### src/rtl/hbe_pkg.sv
package hbe_pkg;

   localparam int DATA_W      = 32;
   localparam int ACC_W       = 64;
   localparam int INDEX_W     = 4;
   localparam int FUNC_W      = 3;
   localparam int CFG_COUNT_W = 5;
   localparam int CSR_INDEX_W = 2;
   localparam int CSR_DATA_W  = 5;

   localparam int MIN_BOUNDARIES = 2;

   localparam logic [FUNC_W-1:0] FUNC_WRITE       = 3'd0;
   localparam logic [FUNC_W-1:0] FUNC_ADD         = 3'd1;
   localparam logic [FUNC_W-1:0] FUNC_READ_BUCKET = 3'd2;
   localparam logic [FUNC_W-1:0] FUNC_READ_ACC    = 3'd3;
   localparam logic [FUNC_W-1:0] FUNC_CLEAR       = 3'd4;

   localparam logic [CSR_INDEX_W-1:0] CSR_CATEGORY_MODE  = 2'd0;
   localparam logic [CSR_INDEX_W-1:0] CSR_BOUNDARY_COUNT = 2'd1;

   localparam int QUEUE_DEPTH = 2;
   localparam int QUEUE_PTR_W = $clog2(QUEUE_DEPTH);

   typedef enum logic [2:0] {
      OP_WRITE,
      OP_ADD,
      OP_READ_BUCKET,
      OP_READ_ACC,
      OP_CLEAR,
      OP_NOP,
      OP_REJECT
   } op_type;

   typedef struct packed {
      op_type                    op;
      logic [INDEX_W-1:0]        index;
      logic signed [DATA_W-1:0]  point;
      logic signed [DATA_W-1:0]  amount;
   } cmd_type;

   typedef enum logic [3:0] {
      ST_SWEEP,
      ST_IDLE,
      ST_LOW,
      ST_HIGH,
      ST_SEARCH,
      ST_CAT,
      ST_COUNT_WR,
      ST_READ,
      ST_EMIT
   } state_type;

endpackage

### src/rtl/bucketed_histogram_engine.sv
// The back end handles one item at a time: writes, accumulator reads and rejected items go
// straight to the response, bucket reads read the count memory, a range add binary-searches the
// boundaries, a category add reads one boundary a cycle and a clear sweeps the count memory one
// entry a cycle. A two-entry queue lets requests be taken while it works.
// After reset a clearing pass zeroes the counts, with req_ready low.
module bucketed_histogram_engine import hbe_pkg::*; #(
   parameter int MAX_BOUNDARIES = 16
) (
   input  logic                     clock,
   input  logic                     reset,
   input  logic                     req_valid,
   output logic                     req_ready,
   input  logic [FUNC_W-1:0]        req_func,
   input  logic [INDEX_W-1:0]       req_entry_index,
   input  logic signed [DATA_W-1:0] req_data_point,
   input  logic signed [DATA_W-1:0] req_amount,
   output logic                     rsp_valid,
   input  logic                     rsp_ready,
   output logic                     rsp_status,
   output logic signed [ACC_W-1:0]  rsp_read_value,
   output logic [INDEX_W-1:0]       rsp_hit_bucket,
   input  logic                     csr_valid,
   output logic                     csr_ready,
   input  logic [CSR_INDEX_W-1:0]   csr_index,
   input  logic [CSR_DATA_W-1:0]    csr_data
);

   localparam int AW    = $clog2(MAX_BOUNDARIES);
   localparam int CNT_W = $clog2(MAX_BOUNDARIES + 1);

   logic                   mode_ff, mode_in;
   logic [CFG_COUNT_W-1:0] count_ff, count_in;
   logic [CNT_W-1:0]       used_count, used_m1;
   logic [AW-1:0]          last_index;

   logic    q_push, q_pop, q_full, q_empty;
   cmd_type q_din, q_dout;
   logic    init_busy;

   assign csr_ready = 1'b1;

   always_comb begin
      mode_in  = mode_ff;
      count_in = count_ff;
      if (csr_valid) begin
         case (csr_index)
            CSR_CATEGORY_MODE: begin
               mode_in = csr_data[0];
            end
            CSR_BOUNDARY_COUNT: begin
               count_in = csr_data;
            end
            default: begin
            end
         endcase
      end
   end

   always_ff @(posedge clock) begin
      if (reset) begin
         mode_ff  <= 1'b0;
         count_ff <= CFG_COUNT_W'(MIN_BOUNDARIES);
      end else begin
         mode_ff  <= mode_in;
         count_ff <= count_in;
      end
   end

   // The programmed count is saturated to the range MIN_BOUNDARIES to MAX_BOUNDARIES.
   always_comb begin
      if (32'(count_ff) < MIN_BOUNDARIES) begin
         used_count = CNT_W'(MIN_BOUNDARIES);
      end else if (32'(count_ff) > MAX_BOUNDARIES) begin
         used_count = CNT_W'(MAX_BOUNDARIES);
      end else begin
         used_count = CNT_W'(count_ff);
      end
      used_m1    = used_count - CNT_W'(1);
      last_index = used_m1[AW-1:0];
   end

   hbe_front #(
      .MAX_BOUNDARIES (MAX_BOUNDARIES)
   ) u_front (
      .req_valid       (req_valid),
      .req_ready       (req_ready),
      .req_func        (req_func),
      .req_entry_index (req_entry_index),
      .req_data_point  (req_data_point),
      .req_amount      (req_amount),
      .used_count      (used_count),
      .init_busy       (init_busy),
      .q_full          (q_full),
      .q_push          (q_push),
      .q_din           (q_din)
   );

   hbe_queue u_queue (
      .clock (clock),
      .reset (reset),
      .push  (q_push),
      .din   (q_din),
      .full  (q_full),
      .pop   (q_pop),
      .dout  (q_dout),
      .empty (q_empty)
   );

   hbe_back #(
      .MAX_BOUNDARIES (MAX_BOUNDARIES)
   ) u_back (
      .clock          (clock),
      .reset          (reset),
      .category_mode  (mode_ff),
      .last_index     (last_index),
      .q_empty        (q_empty),
      .q_dout         (q_dout),
      .q_pop          (q_pop),
      .init_busy      (init_busy),
      .rsp_valid      (rsp_valid),
      .rsp_ready      (rsp_ready),
      .rsp_status     (rsp_status),
      .rsp_read_value (rsp_read_value),
      .rsp_hit_bucket (rsp_hit_bucket)
   );

   // The back end must never take an entry from an empty queue.
   assert property (@(posedge clock) disable iff (reset) q_pop |-> !q_empty)
      else $error("queue popped while empty");

   // No request may be taken while the post-reset clearing pass runs.
   assert property (@(posedge clock) disable iff (reset) init_busy |-> !req_ready)
      else $error("request taken during the clearing pass");

   // Straight after reset nothing is queued and no response is pending.
   assert property (@(posedge clock) disable iff (reset)
      $past(reset) |-> (!rsp_valid && q_empty))
      else $error("stale state after reset");

endmodule

### src/rtl/hbe_front.sv
module hbe_front import hbe_pkg::*; #(
   parameter int MAX_BOUNDARIES = 16,
   localparam int CNT_W = $clog2(MAX_BOUNDARIES + 1)
) (
   input  logic                     req_valid,
   output logic                     req_ready,
   input  logic [FUNC_W-1:0]        req_func,
   input  logic [INDEX_W-1:0]       req_entry_index,
   input  logic signed [DATA_W-1:0] req_data_point,
   input  logic signed [DATA_W-1:0] req_amount,
   input  logic [CNT_W-1:0]         used_count,
   input  logic                     init_busy,
   input  logic                     q_full,
   output logic                     q_push,
   output cmd_type                  q_din
);

   assign req_ready = !q_full && !init_busy;
   assign q_push    = req_valid && req_ready;

   // Index checks are settled here so that the back end only sees legal addresses.
   always_comb begin
      q_din.index  = req_entry_index;
      q_din.point  = req_data_point;
      q_din.amount = req_amount;
      case (req_func)
         FUNC_WRITE: begin
            q_din.op = (32'(req_entry_index) < MAX_BOUNDARIES) ? OP_WRITE : OP_REJECT;
         end
         FUNC_ADD: begin
            q_din.op = OP_ADD;
         end
         FUNC_READ_BUCKET: begin
            q_din.op = (32'(req_entry_index) < 32'(used_count)) ? OP_READ_BUCKET
                                                                  : OP_REJECT;
         end
         FUNC_READ_ACC: begin
            q_din.op = OP_READ_ACC;
         end
         FUNC_CLEAR: begin
            q_din.op = OP_CLEAR;
         end
         default: begin
            q_din.op = OP_NOP;
         end
      endcase
   end

endmodule

### src/rtl/hbe_queue.sv
module hbe_queue import hbe_pkg::*; (
   input  logic    clock,
   input  logic    reset,
   input  logic    push,
   input  cmd_type din,
   output logic    full,
   input  logic    pop,
   output cmd_type dout,
   output logic    empty
);

   cmd_type                  slot_ff [QUEUE_DEPTH];
   logic [QUEUE_PTR_W-1:0]   wr_ptr_ff, wr_ptr_in;
   logic [QUEUE_PTR_W-1:0]   rd_ptr_ff, rd_ptr_in;
   logic [QUEUE_PTR_W:0]     fill_ff, fill_in;

   assign full  = (fill_ff == (QUEUE_PTR_W+1)'(QUEUE_DEPTH));
   assign empty = (fill_ff == '0);
   assign dout  = slot_ff[rd_ptr_ff];

   always_comb begin
      wr_ptr_in = push ? wr_ptr_ff + 1'b1 : wr_ptr_ff;
      rd_ptr_in = pop ? rd_ptr_ff + 1'b1 : rd_ptr_ff;
      fill_in   = fill_ff;
      if (push && !pop) begin
         fill_in = fill_ff + 1'b1;
      end else if (pop && !push) begin
         fill_in = fill_ff - 1'b1;
      end
   end

   always_ff @(posedge clock) begin
      if (reset) begin
         wr_ptr_ff <= '0;
         rd_ptr_ff <= '0;
         fill_ff   <= '0;
      end else begin
         wr_ptr_ff <= wr_ptr_in;
         rd_ptr_ff <= rd_ptr_in;
         fill_ff   <= fill_in;
      end
   end

   always_ff @(posedge clock) begin
      if (push) begin
         slot_ff[wr_ptr_ff] <= din;
      end
   end

endmodule

### src/rtl/hbe_back.sv
module hbe_back import hbe_pkg::*; #(
   parameter int MAX_BOUNDARIES = 16,
   localparam int AW = $clog2(MAX_BOUNDARIES)
) (
   input  logic                    clock,
   input  logic                    reset,
   input  logic                    category_mode,
   input  logic [AW-1:0]           last_index,
   input  logic                    q_empty,
   input  cmd_type                 q_dout,
   output logic                    q_pop,
   output logic                    init_busy,
   output logic                    rsp_valid,
   input  logic                    rsp_ready,
   output logic                    rsp_status,
   output logic signed [ACC_W-1:0] rsp_read_value,
   output logic [INDEX_W-1:0]      rsp_hit_bucket
);

   localparam logic [AW-1:0] SWEEP_LAST = AW'(MAX_BOUNDARIES - 1);
   localparam logic [AW:0]   SPAN_ONE   = (AW+1)'(1);

   state_type state_ff, state_in;
   cmd_type   cmd_ff, cmd_in;

   logic [AW-1:0] lo_ff, lo_in;
   logic [AW-1:0] hi_ff, hi_in;
   logic [AW-1:0] mid_ff, mid_in;
   logic [AW-1:0] sweep_ff, sweep_in;
   logic          sweep_rsp_ff, sweep_rsp_in;

   logic signed [ACC_W-1:0] prod_ff, prod_in;
   logic [ACC_W-1:0]        sum_ff, sum_in;

   logic                res_status_ff, res_status_in;
   logic [ACC_W-1:0]    res_value_ff, res_value_in;
   logic [INDEX_W-1:0]  res_hit_ff, res_hit_in;

   logic                rsp_valid_ff, rsp_valid_in;
   logic                rsp_status_ff;
   logic [ACC_W-1:0]    rsp_value_ff;
   logic [INDEX_W-1:0]  rsp_hit_ff;
   logic                load_out;

   logic signed [DATA_W-1:0] bnd_mem_ff [MAX_BOUNDARIES];
   logic signed [DATA_W-1:0] bnd_rd_ff;
   logic                     bnd_we;
   logic [AW-1:0]            bnd_waddr, bnd_raddr;
   logic signed [DATA_W-1:0] bnd_wdata;

   logic [DATA_W-1:0]        cnt_mem_ff [MAX_BOUNDARIES];
   logic [DATA_W-1:0]        cnt_rd_ff;
   logic                     cnt_we;
   logic [AW-1:0]            cnt_waddr, cnt_raddr;
   logic [DATA_W-1:0]        cnt_wdata;

   logic [AW-1:0] step_lo, step_hi, step_mid, lo_next;
   logic [AW:0]   step_sum;
   logic          step_more;

   // One step of the binary search: the boundary read at mid has just arrived.
   always_comb begin
      if (bnd_rd_ff <= cmd_ff.point) begin
         step_lo = mid_ff;
         step_hi = hi_ff;
      end else begin
         step_lo = lo_ff;
         step_hi = mid_ff;
      end
      step_sum  = {1'b0, step_lo} + {1'b0, step_hi};
      step_mid  = step_sum[AW:1];
      step_more = ({1'b0, step_hi} - {1'b0, step_lo}) > SPAN_ONE;
      lo_next   = lo_ff + AW'(1);
   end

   assign init_busy = (state_ff == ST_SWEEP) && !sweep_rsp_ff;

   always_comb begin
      state_in      = state_ff;
      cmd_in        = cmd_ff;
      lo_in         = lo_ff;
      hi_in         = hi_ff;
      mid_in        = mid_ff;
      sweep_in      = sweep_ff;
      sweep_rsp_in  = sweep_rsp_ff;
      prod_in       = prod_ff;
      sum_in        = sum_ff;
      res_status_in = res_status_ff;
      res_value_in  = res_value_ff;
      res_hit_in    = res_hit_ff;
      q_pop         = 1'b0;
      load_out      = 1'b0;
      bnd_we        = 1'b0;
      bnd_waddr     = AW'(q_dout.index);
      bnd_wdata     = q_dout.point;
      bnd_raddr     = '0;
      cnt_we        = 1'b0;
      cnt_waddr     = lo_ff;
      cnt_wdata     = '0;
      cnt_raddr     = lo_ff;

      case (state_ff)
         ST_SWEEP: begin
            cnt_we    = 1'b1;
            cnt_waddr = sweep_ff;
            if (sweep_ff == SWEEP_LAST) begin
               sweep_rsp_in = 1'b0;
               state_in     = sweep_rsp_ff ? ST_EMIT : ST_IDLE;
            end else begin
               sweep_in = sweep_ff + AW'(1);
            end
         end
         ST_IDLE: begin
            if (!q_empty) begin
               q_pop         = 1'b1;
               cmd_in        = q_dout;
               res_status_in = 1'b0;
               res_value_in  = '0;
               res_hit_in    = '0;
               state_in      = ST_EMIT;
               case (q_dout.op)
                  OP_WRITE: begin
                     bnd_we = 1'b1;
                  end
                  OP_ADD: begin
                     prod_in   = q_dout.point * q_dout.amount;
                     lo_in     = '0;
                     bnd_raddr = '0;
                     state_in  = category_mode ? ST_CAT : ST_LOW;
                  end
                  OP_READ_BUCKET: begin
                     cnt_raddr = AW'(q_dout.index);
                     state_in  = ST_READ;
                  end
                  OP_READ_ACC: begin
                     res_value_in = sum_ff;
                  end
                  OP_CLEAR: begin
                     sum_in       = '0;
                     sweep_in     = '0;
                     sweep_rsp_in = 1'b1;
                     state_in     = ST_SWEEP;
                  end
                  OP_REJECT: begin
                     res_status_in = 1'b1;
                  end
                  default: begin
                  end
               endcase
            end
         end
         ST_LOW: begin
            // Boundary 0 has arrived; fetch the top boundary in use next.
            if (bnd_rd_ff > cmd_ff.point) begin
               res_status_in = 1'b1;
               state_in      = ST_EMIT;
            end else begin
               bnd_raddr = last_index;
               state_in  = ST_HIGH;
            end
         end
         ST_HIGH: begin
            if (bnd_rd_ff < cmd_ff.point) begin
               res_status_in = 1'b1;
               state_in      = ST_EMIT;
            end else begin
               lo_in = '0;
               hi_in = last_index;
               if ({1'b0, last_index} > SPAN_ONE) begin
                  mid_in    = last_index >> 1;
                  bnd_raddr = last_index >> 1;
                  state_in  = ST_SEARCH;
               end else begin
                  cnt_raddr = '0;
                  state_in  = ST_COUNT_WR;
               end
            end
         end
         ST_SEARCH: begin
            lo_in = step_lo;
            hi_in = step_hi;
            if (step_more) begin
               mid_in    = step_mid;
               bnd_raddr = step_mid;
            end else begin
               cnt_raddr = step_lo;
               state_in  = ST_COUNT_WR;
            end
         end
         ST_CAT: begin
            // lo holds the entry whose boundary has just arrived.
            if (bnd_rd_ff == cmd_ff.point) begin
               cnt_raddr = lo_ff;
               state_in  = ST_COUNT_WR;
            end else if (lo_ff == last_index) begin
               res_status_in = 1'b1;
               state_in      = ST_EMIT;
            end else begin
               lo_in     = lo_next;
               bnd_raddr = lo_next;
            end
         end
         ST_COUNT_WR: begin
            cnt_we     = 1'b1;
            cnt_waddr  = lo_ff;
            cnt_wdata  = cnt_rd_ff + $unsigned(cmd_ff.amount);
            sum_in     = sum_ff + $unsigned(prod_ff);
            res_hit_in = INDEX_W'(lo_ff);
            state_in   = ST_EMIT;
         end
         ST_READ: begin
            res_value_in = {{(ACC_W-DATA_W){cnt_rd_ff[DATA_W-1]}}, cnt_rd_ff};
            state_in     = ST_EMIT;
         end
         ST_EMIT: begin
            if (!rsp_valid_ff || rsp_ready) begin
               load_out = 1'b1;
               state_in = ST_IDLE;
            end
         end
         default: begin
            state_in = ST_IDLE;
         end
      endcase

      if (load_out) begin
         rsp_valid_in = 1'b1;
      end else if (rsp_ready) begin
         rsp_valid_in = 1'b0;
      end else begin
         rsp_valid_in = rsp_valid_ff;
      end
   end

   always_ff @(posedge clock) begin
      if (reset) begin
         state_ff     <= ST_SWEEP;
         sweep_ff     <= '0;
         sweep_rsp_ff <= 1'b0;
         sum_ff       <= '0;
         rsp_valid_ff <= 1'b0;
      end else begin
         state_ff     <= state_in;
         sweep_ff     <= sweep_in;
         sweep_rsp_ff <= sweep_rsp_in;
         sum_ff       <= sum_in;
         rsp_valid_ff <= rsp_valid_in;
      end
   end

   always_ff @(posedge clock) begin
      cmd_ff        <= cmd_in;
      lo_ff         <= lo_in;
      hi_ff         <= hi_in;
      mid_ff        <= mid_in;
      prod_ff       <= prod_in;
      res_status_ff <= res_status_in;
      res_value_ff  <= res_value_in;
      res_hit_ff    <= res_hit_in;
      if (load_out) begin
         rsp_status_ff <= res_status_ff;
         rsp_value_ff  <= res_value_ff;
         rsp_hit_ff    <= res_hit_ff;
      end
   end

   always_ff @(posedge clock) begin
      if (bnd_we) begin
         bnd_mem_ff[bnd_waddr] <= bnd_wdata;
      end
      bnd_rd_ff <= bnd_mem_ff[bnd_raddr];
   end

   always_ff @(posedge clock) begin
      if (cnt_we) begin
         cnt_mem_ff[cnt_waddr] <= cnt_wdata;
      end
      cnt_rd_ff <= cnt_mem_ff[cnt_raddr];
   end

   assign rsp_valid      = rsp_valid_ff;
   assign rsp_status     = rsp_status_ff;
   assign rsp_read_value = rsp_value_ff;
   assign rsp_hit_bucket = rsp_hit_ff;

endmodule

### config.mk
export PLATFORM = sky130hd
export DESIGN_NAME = bucketed_histogram_engine
export DESIGN_NICKNAME = d
export VERILOG_FILES = /design/src/rtl/hbe_pkg.sv /design/src/rtl/bucketed_histogram_engine.sv /design/src/rtl/hbe_front.sv /design/src/rtl/hbe_queue.sv /design/src/rtl/hbe_back.sv
export SDC_FILE = /design/constraint.sdc
export NUM_CORES = 2
export LEC_CHECK = 0
export BUFFER_PORTS_ARGS = -buffer_cell sky130_fd_sc_hd__buf_2
export CAP_MARGIN = 10
export CORE_ASPECT_RATIO = 1.1
export CORE_MARGIN = 5
export CORE_UTILIZATION = 55
export DETAILED_ROUTE_END_ITERATION = 10
export PLACE_DENSITY = 0.71
export SLEW_MARGIN = 10
export SYNTH_ARGS = -nofsm -noshare
export SYNTH_HDL_FRONTEND = slang
export SYNTH_SLANG_ARGS = --single-unit
export TNS_END_PERCENT = 20
### constraint.sdc
create_clock -name clock -period 13 [get_ports clock]
set_input_delay 0.65 -clock clock [delete_from_list [all_inputs] [get_ports clock]]
set_output_delay 0.65 -clock clock [all_outputs]
set_load 0.02 [all_outputs]
Yosys cells after proc, flatten, opt, wreduce, memory -nomap -nowiden
Memories as Yosys holds them, arrays and structs flattened. A register that Yosys moved wholly into a read port is not among the register bits.
Cells that the tools add are included.
{ "word_totals": {"regBits": 362, "latchBits": 0, "ram_bits": 1166, "rom_bits": 0, "elab_cells": 214, "memories": 3} }
{ "memory_table": {"columns": ["memory", "words", "word_bits", "read_ports", "rd_ports_with_merged_regs", "write_ports", "line_no", "text"], "rows": [
  ["u_back.bnd_mem_ff", 16, 32, 1, 1, 1, "hbe_back.sv:45", "logic signed [DATA_W-1:0] bnd_mem_ff [MAX_BOUNDARIES];"],
  ["u_back.cnt_mem_ff", 16, 32, 1, 1, 1, "hbe_back.sv:51", "logic [DATA_W-1:0] cnt_mem_ff [MAX_BOUNDARIES];"],
  ["u_queue.slot_ff", 2, 71, 1, 1, 1, "hbe_queue.sv:12", "cmd_type slot_ff [QUEUE_DEPTH];"]
]} }
{ "classes": {"add_sub_neg": 11, "n_mul": 1, "div_mod_pow": 0, "magnitude_cmp": 8, "n_eq_ne": 38, "shifts": 0, "n_mux": 89, "bitwise_logic": 1, "n_reduce_logical": 41} }
{ "op_table": {"columns": ["operator", "n"], "rows": [
  ["64-bit two-way mux", 4],
  ["64-bit one-hot mux with 2 select lines", 2],
  ["4-bit two-way mux", 35],
  ["64-bit adder", 1],
  ["32-bit by 32-bit multiplier with 64-bit output", 1],
  ["32-bit adder", 1],
  ["32-bit == test", 1],
  ["32-bit > comparator", 1],
  ["32-bit <= comparator", 1],
  ["32-bit less-than comparator", 1],
  ["32-bit two-way mux", 1],
  ["4-bit one-hot mux with 2 select lines", 4],
  ["4-bit one-hot mux with 4 select lines", 2],
  ["4-bit one-hot mux with 8 select lines", 1],
  ["1-bit two-way mux", 27],
  ["4-bit one-hot mux with 3 select lines", 2],
  ["2-bit != test, second input constant", 9],
  ["4-bit by 3-bit == test with 1-bit output, second input constant", 4],
  ["3-bit one-hot mux with 5 select lines", 1],
  ["3-bit by 2-bit == test with 1-bit output, second input constant", 4],
  ["2-bit by 1-bit != test with 1-bit output, second input constant", 6],
  ["2-bit AND reduction", 6],
  ["4-bit AND reduction", 3],
  ["6-bit AND reduction", 2],
  ["38 further kinds", 69]
]} }

Longest topological paths before layout
{ "depth": {"depth_word": 9, "depth_mapped": 39, "depth_no_buf": 34} }

Hierarchy
A second synthesis with hierarchy kept.
{ "unflattened": {"cells_unflattened": 8348, "area_unflattened_um2": 102962.5} }
{ "modules_own_cells": {"columns": ["mod", "n_inst", "cells_per_inst", "area_each_um2", "seq_area_each_um2"], "rows": [
  ["hbe_back", 1, 7977, 96597.6, 41860.1],
  ["hbe_queue", 1, 243, 5355.1, 4364.2],
  ["hbe_front", 1, 85, 630.6, 0.0],
  ["bucketed_histogram_engine", 1, 43, 379.1, 120.1]
]} }

Least setup slack after synthesis
Ideal clock, no wire load.
{ "synth_path": {"kind": "reg2reg", "startpoint": "reg (tool-made name)", "endpoint": "reg u_back.prod_ff[63], data pin", "t_arrival_ns": 9.284, "required_time_ns": 12.736, "setup_slack_ns": 3.452, "stages_incl_launch_ff": 33, "synth_period_minus_slack_ns": 9.548, "cell_sequence": "dfxtp_1 buf_2 buf_1 clkbuf_1 buf_1 mux2i_1 inv_1 clkbuf_1 nand2_1 fa_1 fa_1 fa_1 fa_1 fa_1 fa_1 fa_1 fa_1 inv_1 ha_1 clkbuf_1 nand4_1 nor2_1 a211oi_1 o21ai_0 nor2b_1 a31oi_1 a21o_1 o31a_1 a21oi_1 nor2_1 o21ai_0 a221oi_1 xnor2_1"} }
{ "synth_lines": {"columns": ["element", "line_no", "text"], "rows": [
  ["to (signal assigned)", "hbe_back.sv:256", "prod_ff <= prod_in;"],
  ["to (decl)", "hbe_back.sv:32", "logic signed [ACC_W-1:0] prod_ff, prod_in;"]
]} }

==> summary.json <==
{
  "drt_first_pass_iters": 6,
  "outcome": "completed",
  "timing.fmax_mhz": 95.0,
  "final.setup.tns_ns": 0,
  "finalWorstPathRequiredPeriod_ns": 10.53,
  "cts_tree": "built",
  "largest_net_degree_at_the_start_of_global_routing": 191,
  "detailed_place_hpwl_um": 201000,
  "post_drt_wl_per_cell_um": 26.5,
  "cts_setup_buffers": 0,
  "first_pass_grt_wire_length_um": 443000,
  "number_of_max_capacitance_violations_reported": 0,
  "ys_ff_latch": 1593,
  "synth_compound_area_share_pct": 6.75,
  "floorplan.die.height_um": 457,
  "synth_top_family_by_area": "adder cells",
  "slew_headroom_pct": 17.7,
  "timing.final.crit_share_pct": 81.0,
  "drt_first_iter_violations": 7530,
  "dr_total_vias": 67800,
  "cp_data_arrival_time_ns": 11.06,
  "place.port_buffers": 153,
  "final_nets": 10200,
  "final_core_utilization_pct": 60.9,
  "fin_cells": 11300,
  "yosys_most_used_dff": "sky130_fd_sc_hd__edfxtp_1",
  "cpPeakStageDelay_ns": 0.93,
  "synthArstFlopShare_pct": 0,
  "crit_top_cell": "sky130_fd_sc_hd__fa_1",
  "finClkSkew_ns": 0.0495,
  "boundaryPins": 155,
  "clkLatencyLatePin_ns": 0.83,
  "place.detailed.instances": 10900,
  "detail_route.wirelength_um": 299000,
  "post_synthesis_instance_area_um2": 100000,
  "whs_ns": 0.0622,
  "worst_pin_slew_ns": 1.23,
  "layout.cells.most_common_list": "1,444 x sky130_fd_sc_hd__edfxtp_1, 1,356 x sky130_fd_sc_hd__nand2_1, 1,086 x sky130_fd_sc_hd__fa_1",
  "syn_inst": 8557,
  "core_area_um2": 181000,
  "timing.critical_path.required_ns": 13.53,
  "final_hold_viol_count": 0,
  "die_x_um": 417,
  "critPathLaunchType": "flip-flop",
  "antenna_violating_nets_post_route": 0,
  "synth-edff-count": 1444,
  "grt.overflow.total": 0,
  "postCtsResizedCells": 0,
  "place.gp.congestion": 0.989,
  "cts.sinks": 1593,
  "critical_path.slowest_cell": "sky130_fd_sc_hd__dfxtp_4",
  "route.detailed.vias_per_inst": 6.01,
  "initial_core_util_pct": 55.2,
  "cts_max_path_buffers": 3,
  "critPathKind": "flip-flop to flip-flop",
  "synth_area_in_adders_pct": 25.8,
  "report.final.slew_viol_count": 0,
  "synth.lib_cells_used.distinct": 89,
  "tritoncts.num_buffers": 159,
  "cts_hold_buf": 65,
  "total_of_endpoints_with_negative_setup_slack_in_the_final_report": 0,
  "vias_in_the_first_global_route": 69300,
  "mux_contribution_to_synthesized_area_pct": 2.89,
  "hold_class": "primary input to flip-flop",
  "core.rowCount": 164,
  "yosysSeqAreaShare_pct": 46.3,
  "layout-drive-gt1-share_pct": 8.83,
  "clk_pin_slew_ns": 0.06,
  "synthSimpleGateAreaFrac_pct": 10.9,
  "fp.dieArea_um2": 190000,
  "final_common_cell": "sky130_fd_sc_hd__edfxtp_1",
  "crit_path_max_fanout": 40,
  "area.growth.synth_to_final_pct": 10.4,
  "timing.critical_path.to_type": "flip-flop",
  "grt_usage_pct": 31.3,
  "synth_xor_area_share_pct": 1.44,
  "setup_repair_after_global_routing_missed_its_margin": "false",
  "synth.avg_cell_area_um2": 11.7,
  "synthesis.yosys.warnings": 0,
  "syn-num-nets": 10100,
  "clock_tree.htree_level_count": 4,
  "cts.root.buffer_cell": "sky130_fd_sc_hd__clkbuf_16",
  "drcViolationCount": 0,
  "initial_antenna_violation_count": 11
}
[critical path: cells and delay by family (launching register included)]
kind	cells	cell delay (ns)
AO/OA/AOI/OAI	7	1.79
AND/OR/NAND/NOR	4	0.61
adder cells (fa/ha/maj)	9	5.09
XOR/XNOR	1	0.15
multiplexers	1	0.13
flip-flops	1	0.93
buffers and inverters	6	1.40
[through the flow]
stage	area [µm²]	worst slack, ns
floorplan	100000	3.45
global placement	104000	2.05
detailed placement	104000	2.02
CTS	110000	1.94
global route	110000	2.00
finish	110000	2.47
[worst paths after layout]
check                         endpoint  depth (start not counted)  slack [ns]               startpoint
max                 u_back.prod_ff[63]                         28        2.47                flip-flop
min             u_queue.slot_ff[1][65]                          1        0.06       req_entry_index[1]
max reg2reg         u_back.prod_ff[63]                         28        2.47                flip-flop
min reg2reg  u_back.rsp_read_value[12]                          0        0.42  u_back.res_value_ff[12]
[cell type report]
type,count,area (µm²)
Antenna cell,6,15.0
Clock buffer,204,4240
Clock inverter,93,1120
Fill cell,14200,70800
Inverter,1111,4170
Multi-Input combinational cell,5453,48500
Sequential cell,1593,46300
Tap cell,2407,3010
Timing Repair Buffer,407,2950
[synth_stat cells, drive strengths merged (144+ instances only)]
master | count | area, µm²
a21oi | 348 | 1760
nand2 | 1358 | 5100
inv | 1083 | 4070
ha | 327 | 4090
a21o | 144 | 1080
clkbuf | 295 | 1110
nand3 | 254 | 1270
edfxtp | 1444 | 43400
nor2 | 758 | 2850
fa | 1086 | 21700
mux2i | 208 | 2080
dfxtp | 149 | 2980
[flip-flops by register name, summed over array words and instances (netlist names), 5 cells and up, named ones only]
signal,flops
u_back.bnd_mem_ff,512
u_back.prod_ff,64
u_queue.slot_ff,142
u_back.sum_ff,64
count_ff,5
u_back.rsp_read_value,64
u_back.cmd_ff,64
u_back.cnt_mem_ff,512
u_back.res_value_ff,64
u_back.cnt_rd_ff,32
u_back.bnd_rd_ff,32
[metal layers]
layer  track usage [%]  routed length [µm]  up-vias
li1                  -                   -    28900
met3              7.59               33400      853
met2              48.6              134000     3859
met4              14.9               16800        4
met1              42.0              114000    34200
met5                 0                  27        -
[cell families (layout without fill, tap and decap cells)]
logic type               after synthesis  count (layout)
AO/OA/AOI/OAI                       1000            1000
XOR/XNOR                             164             164
adder cells (fa/ha/maj)             1413            1413
buffers and inverters               1511            1815
flip-flops                          1593            1593
multiplexers                         248             248
other                                  1               7
AND/OR/NAND/NOR                     2627            2627
Power is not shown: default switching activity piles up to over one toggle a cycle in this logic, so the estimate is an artifact.
